[src/rtl/smwt_pkg.sv]
`timescale 1ns / 1ps
package smwt_pkg;

    localparam int DEF_ANGLE_BITS         = 16;
    localparam int DEF_THROTTLE_FRAC_BITS = 15;

    localparam int VAL_W     = 16;
    localparam int CFG_IDX_W = 1;

    localparam logic [CFG_IDX_W-1:0] CFG_WINDOW_HALF  = 1'd0;
    localparam logic [CFG_IDX_W-1:0] CFG_THROTTLE_CAP = 1'd1;

    localparam logic [VAL_W-1:0] WINDOW_HALF_RST  = 16'd8192;
    localparam logic [VAL_W-1:0] THROTTLE_CAP_RST = 16'd32768;

    localparam int DIV_STEPS_PER_STAGE = 3;

    typedef enum logic [1:0] {
        REG_SPIN   = 2'd0,
        REG_BOOST  = 2'd1,
        REG_OPPOSE = 2'd2,
        REG_NONE   = 2'd3
    } t_region;

    typedef struct packed {
        logic [VAL_W-1:0] spin;
        logic [VAL_W-1:0] cap;
        t_region          region;
        logic             neg;
    } t_side;

endpackage

[src/rtl/smwt_angle.sv]
`timescale 1ns / 1ps
module smwt_angle #(
    parameter int ANGLE_BITS         = smwt_pkg::DEF_ANGLE_BITS,
    parameter int THROTTLE_FRAC_BITS = smwt_pkg::DEF_THROTTLE_FRAC_BITS
) (
    input  logic                        i_clk,
    input  logic                        i_rst_n,
    input  logic                        i_en,
    input  logic                        i_valid,
    input  logic [ANGLE_BITS-1:0]       i_motor_angle,
    input  logic [ANGLE_BITS-1:0]       i_translation_angle,
    input  logic [smwt_pkg::VAL_W-1:0]  i_translation_magnitude,
    input  logic [smwt_pkg::VAL_W-1:0]  i_spin_throttle,
    input  logic [smwt_pkg::VAL_W-1:0]  i_window_half,
    input  logic [smwt_pkg::VAL_W-1:0]  i_throttle_cap,
    output logic                        o_valid,
    output logic [smwt_pkg::VAL_W-1:0]  o_mag,
    output logic [smwt_pkg::VAL_W-1:0]  o_oper,
    output logic [smwt_pkg::VAL_W-1:0]  o_factor,
    output logic [smwt_pkg::VAL_W-1:0]  o_wh,
    output smwt_pkg::t_side             o_side
);
    import smwt_pkg::*;

    localparam int MAG_FLOOR = ((2 ** THROTTLE_FRAC_BITS) + 999) / 1000;
    localparam int CW = ((ANGLE_BITS > VAL_W) ? ANGLE_BITS : VAL_W) + 2;
    localparam logic [CW-1:0] HALF_TURN =
        {{(CW-ANGLE_BITS){1'b0}}, 1'b1, {(ANGLE_BITS-1){1'b0}}};

    logic [ANGLE_BITS-1:0] w_d;
    logic [ANGLE_BITS-1:0] w_abs;
    logic signed [VAL_W:0] w_diff;

    logic                  r1_valid;
    logic [ANGLE_BITS-1:0] r1_a;
    logic [VAL_W-1:0]      r1_mag;
    logic [VAL_W-1:0]      r1_spin;
    logic [VAL_W-1:0]      r1_cap;
    logic [VAL_W-1:0]      r1_wh;
    logic signed [VAL_W:0] r1_diff;
    logic                  r1_small;

    assign w_d    = i_motor_angle - i_translation_angle;
    assign w_abs  = w_d[ANGLE_BITS-1] ? ((~w_d) + ANGLE_BITS'(1)) : w_d;
    assign w_diff = $signed({1'b0, i_throttle_cap}) - $signed({1'b0, i_spin_throttle});

    always_ff @(posedge i_clk) begin
        if (!i_rst_n) begin
            r1_valid <= 1'b0;
        end else if (i_en) begin
            r1_valid <= i_valid;
        end
    end

    always_ff @(posedge i_clk) begin
        if (i_en) begin
            r1_a     <= w_abs;
            r1_mag   <= i_translation_magnitude;
            r1_spin  <= i_spin_throttle;
            r1_cap   <= i_throttle_cap;
            r1_wh    <= i_window_half;
            r1_diff  <= w_diff;
            r1_small <= (i_translation_magnitude < VAL_W'(MAG_FLOOR));
        end
    end

    logic [CW-1:0]    w_a_ext;
    logic [CW-1:0]    w_wh_ext;
    logic             w_boost;
    logic             w_opp;
    logic [CW-1:0]    w_bfac;
    logic [CW-1:0]    w_ofac;
    logic             w_neg;
    logic [VAL_W:0]   w_dabs;
    t_region          w_region;

    assign w_a_ext  = CW'(r1_a);
    assign w_wh_ext = CW'(r1_wh);
    assign w_boost  = (w_a_ext < w_wh_ext);
    assign w_opp    = (r1_wh != '0) && ((w_a_ext + w_wh_ext) > HALF_TURN);
    assign w_bfac   = w_wh_ext - w_a_ext;
    assign w_ofac   = w_a_ext + w_wh_ext - HALF_TURN;
    assign w_neg    = r1_diff[VAL_W];
    assign w_dabs   = w_neg ? (VAL_W+1)'(-r1_diff) : (VAL_W+1)'(r1_diff);

    always_comb begin
        priority if (r1_small) begin
            w_region = REG_SPIN;
        end else if (w_boost) begin
            w_region = REG_BOOST;
        end else if (w_opp) begin
            w_region = REG_OPPOSE;
        end else begin
            w_region = REG_NONE;
        end
    end

    logic             r2_valid;
    logic [VAL_W-1:0] r2_mag;
    logic [VAL_W-1:0] r2_oper;
    logic [VAL_W-1:0] r2_factor;
    logic [VAL_W-1:0] r2_wh;
    t_side            r2_side;

    always_ff @(posedge i_clk) begin
        if (!i_rst_n) begin
            r2_valid <= 1'b0;
        end else if (i_en) begin
            r2_valid <= r1_valid;
        end
    end

    always_ff @(posedge i_clk) begin
        if (i_en) begin
            r2_mag         <= r1_mag;
            r2_oper        <= w_boost ? w_dabs[VAL_W-1:0] : r1_spin;
            r2_factor      <= w_boost ? w_bfac[VAL_W-1:0] : w_ofac[VAL_W-1:0];
            r2_wh          <= r1_wh;
            r2_side.spin   <= r1_spin;
            r2_side.cap    <= r1_cap;
            r2_side.region <= w_region;
            r2_side.neg    <= w_neg;
        end
    end

    assign o_valid  = r2_valid;
    assign o_mag    = r2_mag;
    assign o_oper   = r2_oper;
    assign o_factor = r2_factor;
    assign o_wh     = r2_wh;
    assign o_side   = r2_side;

endmodule

[src/rtl/smwt_mult.sv]
`timescale 1ns / 1ps
module smwt_mult #(
    parameter int THROTTLE_FRAC_BITS = smwt_pkg::DEF_THROTTLE_FRAC_BITS
) (
    input  logic                                              i_clk,
    input  logic                                              i_rst_n,
    input  logic                                              i_en,
    input  logic                                              i_valid,
    input  logic [smwt_pkg::VAL_W-1:0]                        i_mag,
    input  logic [smwt_pkg::VAL_W-1:0]                        i_oper,
    input  logic [smwt_pkg::VAL_W-1:0]                        i_factor,
    input  logic [smwt_pkg::VAL_W-1:0]                        i_wh,
    input  smwt_pkg::t_side                                   i_side,
    output logic                                              o_valid,
    output logic [3*smwt_pkg::VAL_W-THROTTLE_FRAC_BITS:0]     o_dividend,
    output logic [smwt_pkg::VAL_W-1:0]                        o_wh,
    output smwt_pkg::t_side                                   o_side
);
    import smwt_pkg::*;

    localparam int PW = 2 * VAL_W;
    localparam int NW = 3 * VAL_W;
    localparam int SW = NW + 1;
    localparam int DW = SW - THROTTLE_FRAC_BITS;

    logic             r3_valid;
    logic [PW-1:0]    r3_p;
    logic [VAL_W-1:0] r3_factor;
    logic [VAL_W-1:0] r3_wh;
    t_side            r3_side;

    logic             r4_valid;
    logic [NW-1:0]    r4_num;
    logic [VAL_W-1:0] r4_wh;
    t_side            r4_side;

    logic             r5_valid;
    logic [DW-1:0]    r5_x;
    logic [VAL_W-1:0] r5_wh;
    t_side            r5_side;

    logic             w_opp;
    logic [SW-1:0]    w_rnd;
    logic [SW-1:0]    w_sum;
    logic [DW-1:0]    w_x;

    assign w_opp = (r4_side.region == REG_OPPOSE);
    assign w_rnd = w_opp ? (SW'(r4_wh) << THROTTLE_FRAC_BITS)
                         : (SW'(r4_wh) << (THROTTLE_FRAC_BITS - 1));
    assign w_sum = SW'(r4_num) + w_rnd;
    assign w_x   = w_opp ? DW'(w_sum >> (THROTTLE_FRAC_BITS + 1))
                         : DW'(w_sum >> THROTTLE_FRAC_BITS);

    always_ff @(posedge i_clk) begin
        if (!i_rst_n) begin
            r3_valid <= 1'b0;
            r4_valid <= 1'b0;
            r5_valid <= 1'b0;
        end else if (i_en) begin
            r3_valid <= i_valid;
            r4_valid <= r3_valid;
            r5_valid <= r4_valid;
        end
    end

    always_ff @(posedge i_clk) begin
        if (i_en) begin
            r3_p      <= PW'(i_mag) * PW'(i_oper);
            r3_factor <= i_factor;
            r3_wh     <= i_wh;
            r3_side   <= i_side;
            r4_num    <= NW'(r3_p) * NW'(r3_factor);
            r4_wh     <= r3_wh;
            r4_side   <= r3_side;
            r5_x      <= w_x;
            r5_wh     <= r4_wh;
            r5_side   <= r4_side;
        end
    end

    assign o_valid    = r5_valid;
    assign o_dividend = r5_x;
    assign o_wh       = r5_wh;
    assign o_side     = r5_side;

endmodule

[src/rtl/smwt_div.sv]
`timescale 1ns / 1ps
module smwt_div #(
    parameter int THROTTLE_FRAC_BITS = smwt_pkg::DEF_THROTTLE_FRAC_BITS
) (
    input  logic                                          i_clk,
    input  logic                                          i_rst_n,
    input  logic                                          i_en,
    input  logic                                          i_valid,
    input  logic [3*smwt_pkg::VAL_W-THROTTLE_FRAC_BITS:0] i_dividend,
    input  logic [smwt_pkg::VAL_W-1:0]                    i_wh,
    input  smwt_pkg::t_side                               i_side,
    output logic                                          o_valid,
    output logic [2*smwt_pkg::VAL_W-THROTTLE_FRAC_BITS:0] o_quot,
    output smwt_pkg::t_side                               o_side
);
    import smwt_pkg::*;

    localparam int QW  = 2 * VAL_W + 1 - THROTTLE_FRAC_BITS;
    localparam int DW  = 3 * VAL_W + 1 - THROTTLE_FRAC_BITS;
    localparam int BPS = DIV_STEPS_PER_STAGE;
    localparam int NST = (QW + BPS - 1) / BPS;

    function automatic logic [VAL_W+QW-1:0] div_steps(
        input logic [VAL_W-1:0] rem,
        input logic [QW-1:0]    rq,
        input logic [VAL_W-1:0] den,
        input int               first
    );
        logic [VAL_W-1:0] r;
        logic [QW-1:0]    q;
        logic [VAL_W:0]   t;
        logic             ge;
        r = rem;
        q = rq;
        for (int j = 0; j < BPS; j++) begin
            if (first + j < QW) begin
                t  = {r, q[QW-1]};
                ge = (t >= {1'b0, den});
                q  = {q[QW-2:0], ge};
                r  = ge ? VAL_W'(t - {1'b0, den}) : t[VAL_W-1:0];
            end
        end
        return {r, q};
    endfunction

    logic             r_valid [NST];
    logic [VAL_W-1:0] r_rem   [NST];
    logic [QW-1:0]    r_rq    [NST];
    logic [VAL_W-1:0] r_wh    [NST];
    t_side            r_side  [NST];

    logic             s_valid [NST];
    logic [VAL_W-1:0] s_rem   [NST];
    logic [QW-1:0]    s_rq    [NST];
    logic [VAL_W-1:0] s_wh    [NST];
    t_side            s_side  [NST];
    logic [VAL_W+QW-1:0] n_step [NST];

    always_comb begin
        s_valid[0] = i_valid;
        s_rem[0]   = i_dividend[DW-1:QW];
        s_rq[0]    = i_dividend[QW-1:0];
        s_wh[0]    = i_wh;
        s_side[0]  = i_side;
        for (int g = 1; g < NST; g++) begin
            s_valid[g] = r_valid[g-1];
            s_rem[g]   = r_rem[g-1];
            s_rq[g]    = r_rq[g-1];
            s_wh[g]    = r_wh[g-1];
            s_side[g]  = r_side[g-1];
        end
        for (int g = 0; g < NST; g++) begin
            n_step[g] = div_steps(s_rem[g], s_rq[g], s_wh[g], g * BPS);
        end
    end

    always_ff @(posedge i_clk) begin
        if (!i_rst_n) begin
            for (int g = 0; g < NST; g++) begin
                r_valid[g] <= 1'b0;
            end
        end else if (i_en) begin
            for (int g = 0; g < NST; g++) begin
                r_valid[g] <= s_valid[g];
            end
        end
    end

    always_ff @(posedge i_clk) begin
        if (i_en) begin
            for (int g = 0; g < NST; g++) begin
                r_rem[g]  <= n_step[g][VAL_W+QW-1:QW];
                r_rq[g]   <= n_step[g][QW-1:0];
                r_wh[g]   <= s_wh[g];
                r_side[g] <= s_side[g];
            end
        end
    end

    assign o_valid = r_valid[NST-1];
    assign o_quot  = r_rq[NST-1];
    assign o_side  = r_side[NST-1];

endmodule

[src/rtl/spin_motor_window_throttle_top.sv]
// The long division runs three quotient bits per stage.
// Throughput: one item per cycle; a stalled result holds the whole pipeline in place.
// Reset (synchronous, active low) clears all valid bits and loads window_half = 8192,
// throttle_cap = 32768.
`timescale 1ns / 1ps
module spin_motor_window_throttle_top #(
    parameter int ANGLE_BITS         = smwt_pkg::DEF_ANGLE_BITS,
    parameter int THROTTLE_FRAC_BITS = smwt_pkg::DEF_THROTTLE_FRAC_BITS
) (
    input  logic                                i_clk,
    input  logic                                i_rst_n,
    input  logic                                i_cfg_wr_en,
    input  logic [smwt_pkg::CFG_IDX_W-1:0]      i_cfg_index,
    input  logic [smwt_pkg::VAL_W-1:0]          i_cfg_data,
    input  logic                                i_valid,
    output logic                                o_stall,
    input  logic [ANGLE_BITS-1:0]               i_motor_angle,
    input  logic [ANGLE_BITS-1:0]               i_translation_angle,
    input  logic [smwt_pkg::VAL_W-1:0]          i_translation_magnitude,
    input  logic [smwt_pkg::VAL_W-1:0]          i_spin_throttle,
    output logic                                o_valid,
    input  logic                                i_stall,
    output logic [smwt_pkg::VAL_W-1:0]          o_motor_throttle,
    output logic [1:0]                          o_region
);
    import smwt_pkg::*;

    localparam int QW = 2 * VAL_W + 1 - THROTTLE_FRAC_BITS;
    localparam int DW = 3 * VAL_W + 1 - THROTTLE_FRAC_BITS;
    localparam int RW = ((QW > VAL_W) ? QW : VAL_W) + 2;

    logic [VAL_W-1:0] r_window_half;
    logic [VAL_W-1:0] r_throttle_cap;
    logic             w_en;

    always_ff @(posedge i_clk) begin
        if (!i_rst_n) begin
            r_window_half  <= WINDOW_HALF_RST;
            r_throttle_cap <= THROTTLE_CAP_RST;
        end else if (i_cfg_wr_en) begin
            unique case (i_cfg_index)
                CFG_WINDOW_HALF:  r_window_half  <= i_cfg_data;
                CFG_THROTTLE_CAP: r_throttle_cap <= i_cfg_data;
                default: ;
            endcase
        end
    end

    logic             r_out_valid;
    logic [VAL_W-1:0] r_throttle;
    logic [1:0]       r_region;

    assign o_stall = r_out_valid & i_stall;
    assign w_en    = ~o_stall;

    logic             w_ang_valid;
    logic [VAL_W-1:0] w_ang_mag;
    logic [VAL_W-1:0] w_ang_oper;
    logic [VAL_W-1:0] w_ang_factor;
    logic [VAL_W-1:0] w_ang_wh;
    t_side            w_ang_side;

    smwt_angle #(
        .ANGLE_BITS         (ANGLE_BITS),
        .THROTTLE_FRAC_BITS (THROTTLE_FRAC_BITS)
    ) u_angle (
        .i_clk                   (i_clk),
        .i_rst_n                 (i_rst_n),
        .i_en                    (w_en),
        .i_valid                 (i_valid),
        .i_motor_angle           (i_motor_angle),
        .i_translation_angle     (i_translation_angle),
        .i_translation_magnitude (i_translation_magnitude),
        .i_spin_throttle         (i_spin_throttle),
        .i_window_half           (r_window_half),
        .i_throttle_cap          (r_throttle_cap),
        .o_valid                 (w_ang_valid),
        .o_mag                   (w_ang_mag),
        .o_oper                  (w_ang_oper),
        .o_factor                (w_ang_factor),
        .o_wh                    (w_ang_wh),
        .o_side                  (w_ang_side)
    );

    logic             w_mul_valid;
    logic [DW-1:0]    w_mul_dividend;
    logic [VAL_W-1:0] w_mul_wh;
    t_side            w_mul_side;

    smwt_mult #(
        .THROTTLE_FRAC_BITS (THROTTLE_FRAC_BITS)
    ) u_mult (
        .i_clk      (i_clk),
        .i_rst_n    (i_rst_n),
        .i_en       (w_en),
        .i_valid    (w_ang_valid),
        .i_mag      (w_ang_mag),
        .i_oper     (w_ang_oper),
        .i_factor   (w_ang_factor),
        .i_wh       (w_ang_wh),
        .i_side     (w_ang_side),
        .o_valid    (w_mul_valid),
        .o_dividend (w_mul_dividend),
        .o_wh       (w_mul_wh),
        .o_side     (w_mul_side)
    );

    logic          w_div_valid;
    logic [QW-1:0] w_quot;
    t_side         w_div_side;

    smwt_div #(
        .THROTTLE_FRAC_BITS (THROTTLE_FRAC_BITS)
    ) u_div (
        .i_clk      (i_clk),
        .i_rst_n    (i_rst_n),
        .i_en       (w_en),
        .i_valid    (w_mul_valid),
        .i_dividend (w_mul_dividend),
        .i_wh       (w_mul_wh),
        .i_side     (w_mul_side),
        .o_valid    (w_div_valid),
        .o_quot     (w_quot),
        .o_side     (w_div_side)
    );

    logic signed [RW-1:0] w_spin_s;
    logic signed [RW-1:0] w_cap_s;
    logic signed [RW-1:0] w_q_s;
    logic signed [RW-1:0] w_delta;
    logic signed [RW-1:0] w_res;
    logic [VAL_W-1:0]     n_throttle;

    assign w_spin_s = $signed(RW'(w_div_side.spin));
    assign w_cap_s  = $signed(RW'(w_div_side.cap));
    assign w_q_s    = $signed(RW'(w_quot));

    always_comb begin
        unique case (w_div_side.region)
            REG_BOOST:  w_delta = w_div_side.neg ? -w_q_s : w_q_s;
            REG_OPPOSE: w_delta = -w_q_s;
            default:    w_delta = '0;
        endcase
    end

    assign w_res = w_spin_s + w_delta;

    always_comb begin
        priority if (w_res < 0) begin
            n_throttle = '0;
        end else if (w_res > w_cap_s) begin
            n_throttle = w_div_side.cap;
        end else begin
            n_throttle = w_res[VAL_W-1:0];
        end
    end

    always_ff @(posedge i_clk) begin
        if (!i_rst_n) begin
            r_out_valid <= 1'b0;
        end else if (w_en) begin
            r_out_valid <= w_div_valid;
        end
    end

    always_ff @(posedge i_clk) begin
        if (w_en) begin
            r_throttle <= n_throttle;
            r_region   <= w_div_side.region;
        end
    end

    assign o_valid          = r_out_valid;
    assign o_motor_throttle = r_throttle;
    assign o_region         = r_region;

`ifndef ASSERT_OFF
    a_stall_needs_item: assert property (@(posedge i_clk) disable iff (!i_rst_n)
        o_stall |-> o_valid)
        else $error("input stalled without a waiting result");

    a_oppose_bound: assert property (@(posedge i_clk) disable iff (!i_rst_n)
        (w_div_valid && (w_div_side.region == REG_OPPOSE))
        |-> (RW'(w_quot) <= RW'(w_div_side.spin)))
        else $error("opposing cut exceeds spin throttle");

    a_boost_bound: assert property (@(posedge i_clk) disable iff (!i_rst_n)
        (w_div_valid && (w_div_side.region == REG_BOOST) && !w_div_side.neg)
        |-> (RW'(w_quot) <= (RW'(w_div_side.cap) - RW'(w_div_side.spin))))
        else $error("boost exceeds headroom to cap");
`endif

endmodule
[config.mk]
export PLATFORM = sky130hd
export DESIGN_NAME = spin_motor_window_throttle_top
export DESIGN_NICKNAME = d
export VERILOG_FILES = /design/src/rtl/smwt_pkg.sv /design/src/rtl/smwt_angle.sv /design/src/rtl/smwt_mult.sv /design/src/rtl/smwt_div.sv /design/src/rtl/spin_motor_window_throttle_top.sv
export SDC_FILE = /design/constraint.sdc
export NUM_CORES = 2
export LEC_CHECK = 0
export BUFFER_PORTS_ARGS = -buffer_cell sky130_fd_sc_hd__buf_2
export CORE_MARGIN = 2
export CORE_UTILIZATION = 25
export CTS_CLUSTER_DIAMETER = 30
export CTS_CLUSTER_SIZE = 10
export DETAILED_ROUTE_END_ITERATION = 7
export HOLD_SLACK_MARGIN = 0.08
export RECOVER_POWER = 50
export SLEW_MARGIN = 0
export SYNTH_ARGS = -nofsm -noshare
export SYNTH_HDL_FRONTEND = slang
export SYNTH_SLANG_ARGS = --single-unit
[constraint.sdc]
create_clock -name i_clk -period 41.6 [get_ports i_clk]
set_clock_uncertainty 0.2 [all_clocks]
set_input_delay 8.32 -clock i_clk [delete_from_list [all_inputs] [get_ports i_clk]]
set_output_delay 8.32 -clock i_clk [all_outputs]
set_load 0.01 [all_outputs]
# Yosys cells after proc, flatten, opt, wreduce, memory -nomap -nowiden
# Memories as Yosys holds them, arrays and structs flattened. A register that Yosys moved wholly into a read port is not among the register bits.
# Index checks and enable logic that the tools add are counted.
[totals]
regBits = 535
ramBits = 516
inputBits = 86
wordCells = 162
n_memories = 5
[classes]
add_sub_neg = 28
n_mul = 2
magnitude_cmp = 23
eq_ne = 3
muxes = 39
bitwise = 9
reduce_logical = 7
[mem_list]
columns = ["name", "depth", "word_bits", "rd", "rd_clocked_by_memory_dff", "write_ports", "line_no", "source"]
rows = [
  ["u_div.r_side", 6, 35, 6, 0, 6, "smwt_div.sv:50", "t_side r_side [NST];"],
  ["u_div.r_rq", 6, 18, 6, 0, 6, "smwt_div.sv:48", "logic [QW-1:0] r_rq [NST];"],
  ["u_div.r_rem", 6, 16, 5, 0, 6, "smwt_div.sv:47", "logic [VAL_W-1:0] r_rem [NST];"],
  ["u_div.r_wh", 6, 16, 5, 0, 6, "smwt_div.sv:49", "logic [VAL_W-1:0] r_wh [NST];"],
  ["u_div.r_valid", 6, 1, 6, 1, 6, "smwt_div.sv:46", "logic r_valid [NST];"],
]
[ops]
columns = ["op", "n"]
rows = [
  ["$mux 16", 22],
  ["$sub 16x16->16", 20],
  ["$ge 17x16->1", 18],
  ["$add 48x31->49", 1],
  ["$mul 32x16->48", 1],
  ["$pmux 20 s2", 1],
  ["$mux 33", 1],
  ["$mul 16x16->32", 1],
  ["$mux 31", 1],
  ["$add 17x20->20", 1],
  ["$gt 20x17->1", 1],
  ["$lt 20x1->1 const B", 1],
  ["$mux 20", 1],
  ["$neg 18->20", 1],
  ["$add 16x16->17", 1],
  ["$gt 17x16->1 const B", 1],
  ["$sub 16x16->17", 1],
  ["$add 16x1->16 const B", 1],
  ["$lt 16x16->1", 1],
  ["$lt 16x6->1 const B", 1],
  ["$neg 16->16", 1],
  ["$not 16->16", 1],
  ["$reduce_bool 16->1", 1],
  ["$sub 16x16->16 const B", 1],
  ["11 further kinds", 30],
]

# Longest topological paths before layout
# An unclocked memory read counts as a cell.
[logic_depth]
ltp_word = 7
ltp_mapped = 39
ltp_nobuf = 34

# Cells and area by module
# From an unflattened synthesis, not the netlist that was laid out.
[unflattened]
hier_cells = 7365
area_unflattened_um2 = 78689.2
[by_module_without_submodules]
columns = ["mod", "n_inst", "cells_per_inst", "area_per_inst_um2"]
rows = [
  ["smwt_mult", 1, 3315, 33858.7],
  ["smwt_div", 1, 2710, 30500.5],
  ["smwt_angle", 1, 838, 10308.6],
  ["spin_motor_window_throttle_top", 1, 502, 4021.4],
]

# Worst setup path before layout
# Ideal clock, no wire load.
[synth_path]
path_type = "input-to-reg"
start = "input i_stall"
end = "memory u_div.r_valid[5] (data pin)"
setup_time_ns = 0.300
t_arrival_ns = 36.436
required_time_ns = 41.100
slack_ns = 4.664
cell_stages = 3
cell_sequence = "nand2_1 > clkbuf_1 > and3_1"
[synth_rtl]
columns = ["item", "line_no", "source"]
rows = [
  ["start, declared", "spin_motor_window_throttle_top.sv:22", "input logic i_stall,"],
  ["end, declared", "smwt_div.sv:46", ""],
]

# Worst setup path in the final report
[layout_path]
start = "input i_stall"
end = "output o_stall"
[layout_via]
elab_chain_len = 1
[layout_lines]
columns = ["item", "line_no", "source"]
rows = [
  ["$and 1x1->1", "spin_motor_window_throttle_top.sv:53", "assign o_stall = r_out_valid & i_stall;"],
  ["end, declared", "spin_motor_window_throttle_top.sv:16", "output logic o_stall,"],
]
# No other way between the ends.

==> results.txt <==
The count of nets left with antenna violations once routing finished came out at 0. In the synthesized netlist, the cells that appear most often are 963 x edfxtp_1, 954 x inv_1, 851 x nand2_1. Setup repair after global routing left no endpoint under its margin.

The starting density of the core came out at 25.1%. In this run, the number of DRC markers left after iteration 0 of detailed routing was 3229. The relative slew slack is -526%.

The startpoint kind of the worst setup timing path is an input pin. The number of vias in the routed layout came out at 53200. Post-CTS timing repair inserted 0 buffers for setup. The category of the critical setup timing path is in -> out.

The hold violation count in the final report is 0. The number of rows in the core area came out at 204. The main combinational cell family by area after synthesis is adder cells. The fraction of synthesized area in multiplexers came out at 3.56%. The number of different library cells used by synthesis comes to 93. The critical path capture point type is an output pin.

The mean area per synthesized cell is 10.8 µm². After detailed routing, the number of vias per cell comes to 4.60. Yosys attributes the largest share of cell area to edfxtp_1 37%, fa_1 16%, ha_1 10%, inv_1 4.6%, nand2_1 4.1%. For this run, the number of Yosys warnings is 0.

The number of buffers added to fix hold violations after cts is 0. The post-synthesis compound-gate area fraction came out at 9.75%. The maximum number of pins on one net before global-route repair came out at 182. The post-synthesis net count is 8532. The maximum operating frequency is 0.0504 GHz.

For the worst-skew pair, the clock arrives at the later sink with an insertion delay of 820 ps. The H-tree level count came out at 4. Of all flip-flops after synthesis, the portion carrying an async set or reset was 0%.

After filler insertion, the fill cell instance count of the layout stands at 31400. The layout overhead on the synthesized area is 14.0%. The count of unresolved DRC violations after routing is 0. The tree is rooted in a clkbuf_16. Among all flip-flop cells after synthesis, the most frequent one is edfxtp_1. TritonCTS built the clock tree. Of the available clock period, the critical path in the final layout requires 47.7%. The accumulated negative setup slack came out at 0 ps. The floorplan core area is 309000 µm². The maximum buffer depth of the clock tree is 4.

The routed length per instance is 16.3 µm. The total standard cell area after synthesis came out at 77700 µm². Sequential elements use 38.3% of the synthesized area. The number of setup violations in the final report is 0. The routed wire length came out at 189 mm. The fraction of the mapped netlist area in adder cells is 26.4%. The critical path required time came out at 33080 ps. Data on the critical path arrives at its endpoint at 11340 ps. The leading cell type by number of instances after synthesis is edfxtp_1. Of the total synthesized cell area, the portion taken by AND, OR, NAND and NOR gates is 12.3%. In this run the worst hold path is classified as reg -> reg. The width of the chip came out at 562 µm.

The count of port buffers added during placement is 105. The post-cts repair resize count came out at 0. The count of boundary I/O pins is 106. The die area is 315000 µm². The initial antenna violation count is 8. The CTS buffer count came out at 178. Summed over all instances, the cell type with the most area after synthesis is edfxtp_1. The synthesized-area fraction occupied by xor and xnor cells came out at 3.97%. The overall routing resource usage is 11.7%. The synthesized netlist cell count is 7187. The final weighted congestion in routability-driven placement is 0.893. The overflow left after global routing is 0. The top fanout value on the critical path is 71. The final critical path time including I/O delays and setup is 19860 ps. The count of flip-flops with a built-in enable after synthesis came out at 963. Cells with a size suffix above 1 make up 8.38% of the layout. The slew at the pin closest to its max-slew limit came out at 9380 ps. After synthesis the netlist holds a flip-flop and latch count of 1006.

The reported max-cap violation count came out at 5. The first TritonRoute pass finished after 7 iterations. The run finished, with violations left. The final-stage net count is 8656. The checks that failed: max-capacitance violations, max-slew violations.

The via count of the first global-routing pass is 55200. The number of max-slew violations in the final report came out at 423. The clock-pin slew reported for the worst setup and hold paths after clock tree synthesis came out at 50 ps. The clock sink count is 1006. The half-perimeter wire length after detailed placement is 146 mm. The chip height came out at 562 µm. The portion of synthesized cell area occupied by the leading cell type came out at 37.2%.

The first-pass GRT wire length came out at 299 mm.
==> layout make-up <==
type | instances | area (µm²) | share of cell area (%)
flip-flops and latches | 1006 | 29800 | 33.6
diodes | 3 | 7.51 | 0.00847
well taps | 4120 | 5150 | 5.82
clock inverters | 110 | 1230 | 1.39
clock buffers | 192 | 4610 | 5.20
repair buffers | 148 | 793 | 0.895
multi-input cells | 5019 | 43500 | 49.0
inverters | 958 | 3600 | 4.06
==> state kept, by name, summed over array words and instances (netlist names), 35 cells and up <==
signal,flops
u_div.r_rem,80
u_mult.r3_side,35
u_div.r_side,210
u_div.r_wh,80
u_mult.r4_side,35
u_div.r_rq,108
u_angle.o_side,35
u_mult.o_side,35
==> stage by stage <==
| stage | setup WS, ps | hold slack, ps | std cells | utilization [%] | area (µm²) |
|---|---|---|---|---|---|
| 2_1_floorplan | 4660 | 200 | 7187 | - | 77700 |
| 3_3_place_gp | 23320 | 203 | 11300 | 26.8 | 83000 |
| 3_5_place_dp | 23350 | 205 | 11300 | 26.8 | 83000 |
| 4_1_cts | 23350 | 147 | 11600 | 28.7 | 88800 |
| 5_1_grt | 21280 | 162 | 11600 | 28.7 | 88600 |
| 6_report | 21740 | 153 | 11600 | 28.7 | 88600 |
==> logic make-up (layout without fill, tap and decap cells) <==
kind of cell               Yosys count  count (layout)
and+or+nand+nor                   2017            2017
adders and majority gates         1259            1259
buffers and inverters             1162            1408
AOI/OAI and AO/OA                 1146            1146
DFF                               1006            1006
xor gates and xnor gates           352             352
muxes                              245             245
other                                0               3
==> placed cells by master, fill, tap and decap left out, types with 69 or more instances in the layout <==
| cell | netlist | final |
|---|---|---|
| inv_1 | 954 | 955 |
| o21ai_0 | 201 | 202 |
| xnor2_1 | 232 | 232 |
| a21oi_1 | 311 | 311 |
| nand3_1 | 102 | 102 |
| clkbuf_16 | 0 | 183 |
| xor2_1 | 120 | 120 |
| a21o_1 | 130 | 130 |
| nand4_1 | 69 | 69 |
| nor3_1 | 102 | 103 |
| edfxtp_1 | 963 | 963 |
| fa_1 | 634 | 634 |
| mux2_2 | 182 | 179 |
| and2_1 | 298 | 286 |
| ha_1 | 625 | 625 |
| buf_2 | 11 | 78 |
| nor2_1 | 313 | 313 |
| nand2_1 | 851 | 851 |
==> critical path, cell delays in order <==
cell,delay (ps)
buf_2,100
nand2_1,1820
inv_1,740
buf_2,360
==> worst paths after layout <==
path                                    from                      endpoint  slack, ps  depth (start not counted)
hold / removal    u_div.r_rq[4][3]$_DFFE_PN_    u_div.r_rq[5][6]$_DFFE_PN_        150                          0
setup / recovery                     i_stall                       o_stall      21740                          4
setup reg to reg  u_div.r_wh[2][1]$_DFFE_PN_  u_div.r_rem[3][14]$_DFFE_PN_      30520                         30
hold reg to reg   u_div.r_rq[4][3]$_DFFE_PN_    u_div.r_rq[5][6]$_DFFE_PN_        150                          0
==> metal layers <==
metal  vias up  global-route usage, %  routed length (µm)
met3       385                   1.96               10200
met1     26300                   15.4               84200
met5         -                  0.437                 188
li1      25000                      -                   -
met2      1511                   19.4               87400
met4         2                   4.27                6820
Power is left out: the tool's default activity adds up to more than one toggle a clock period on the data nets, which glitch-free logic cannot reach.
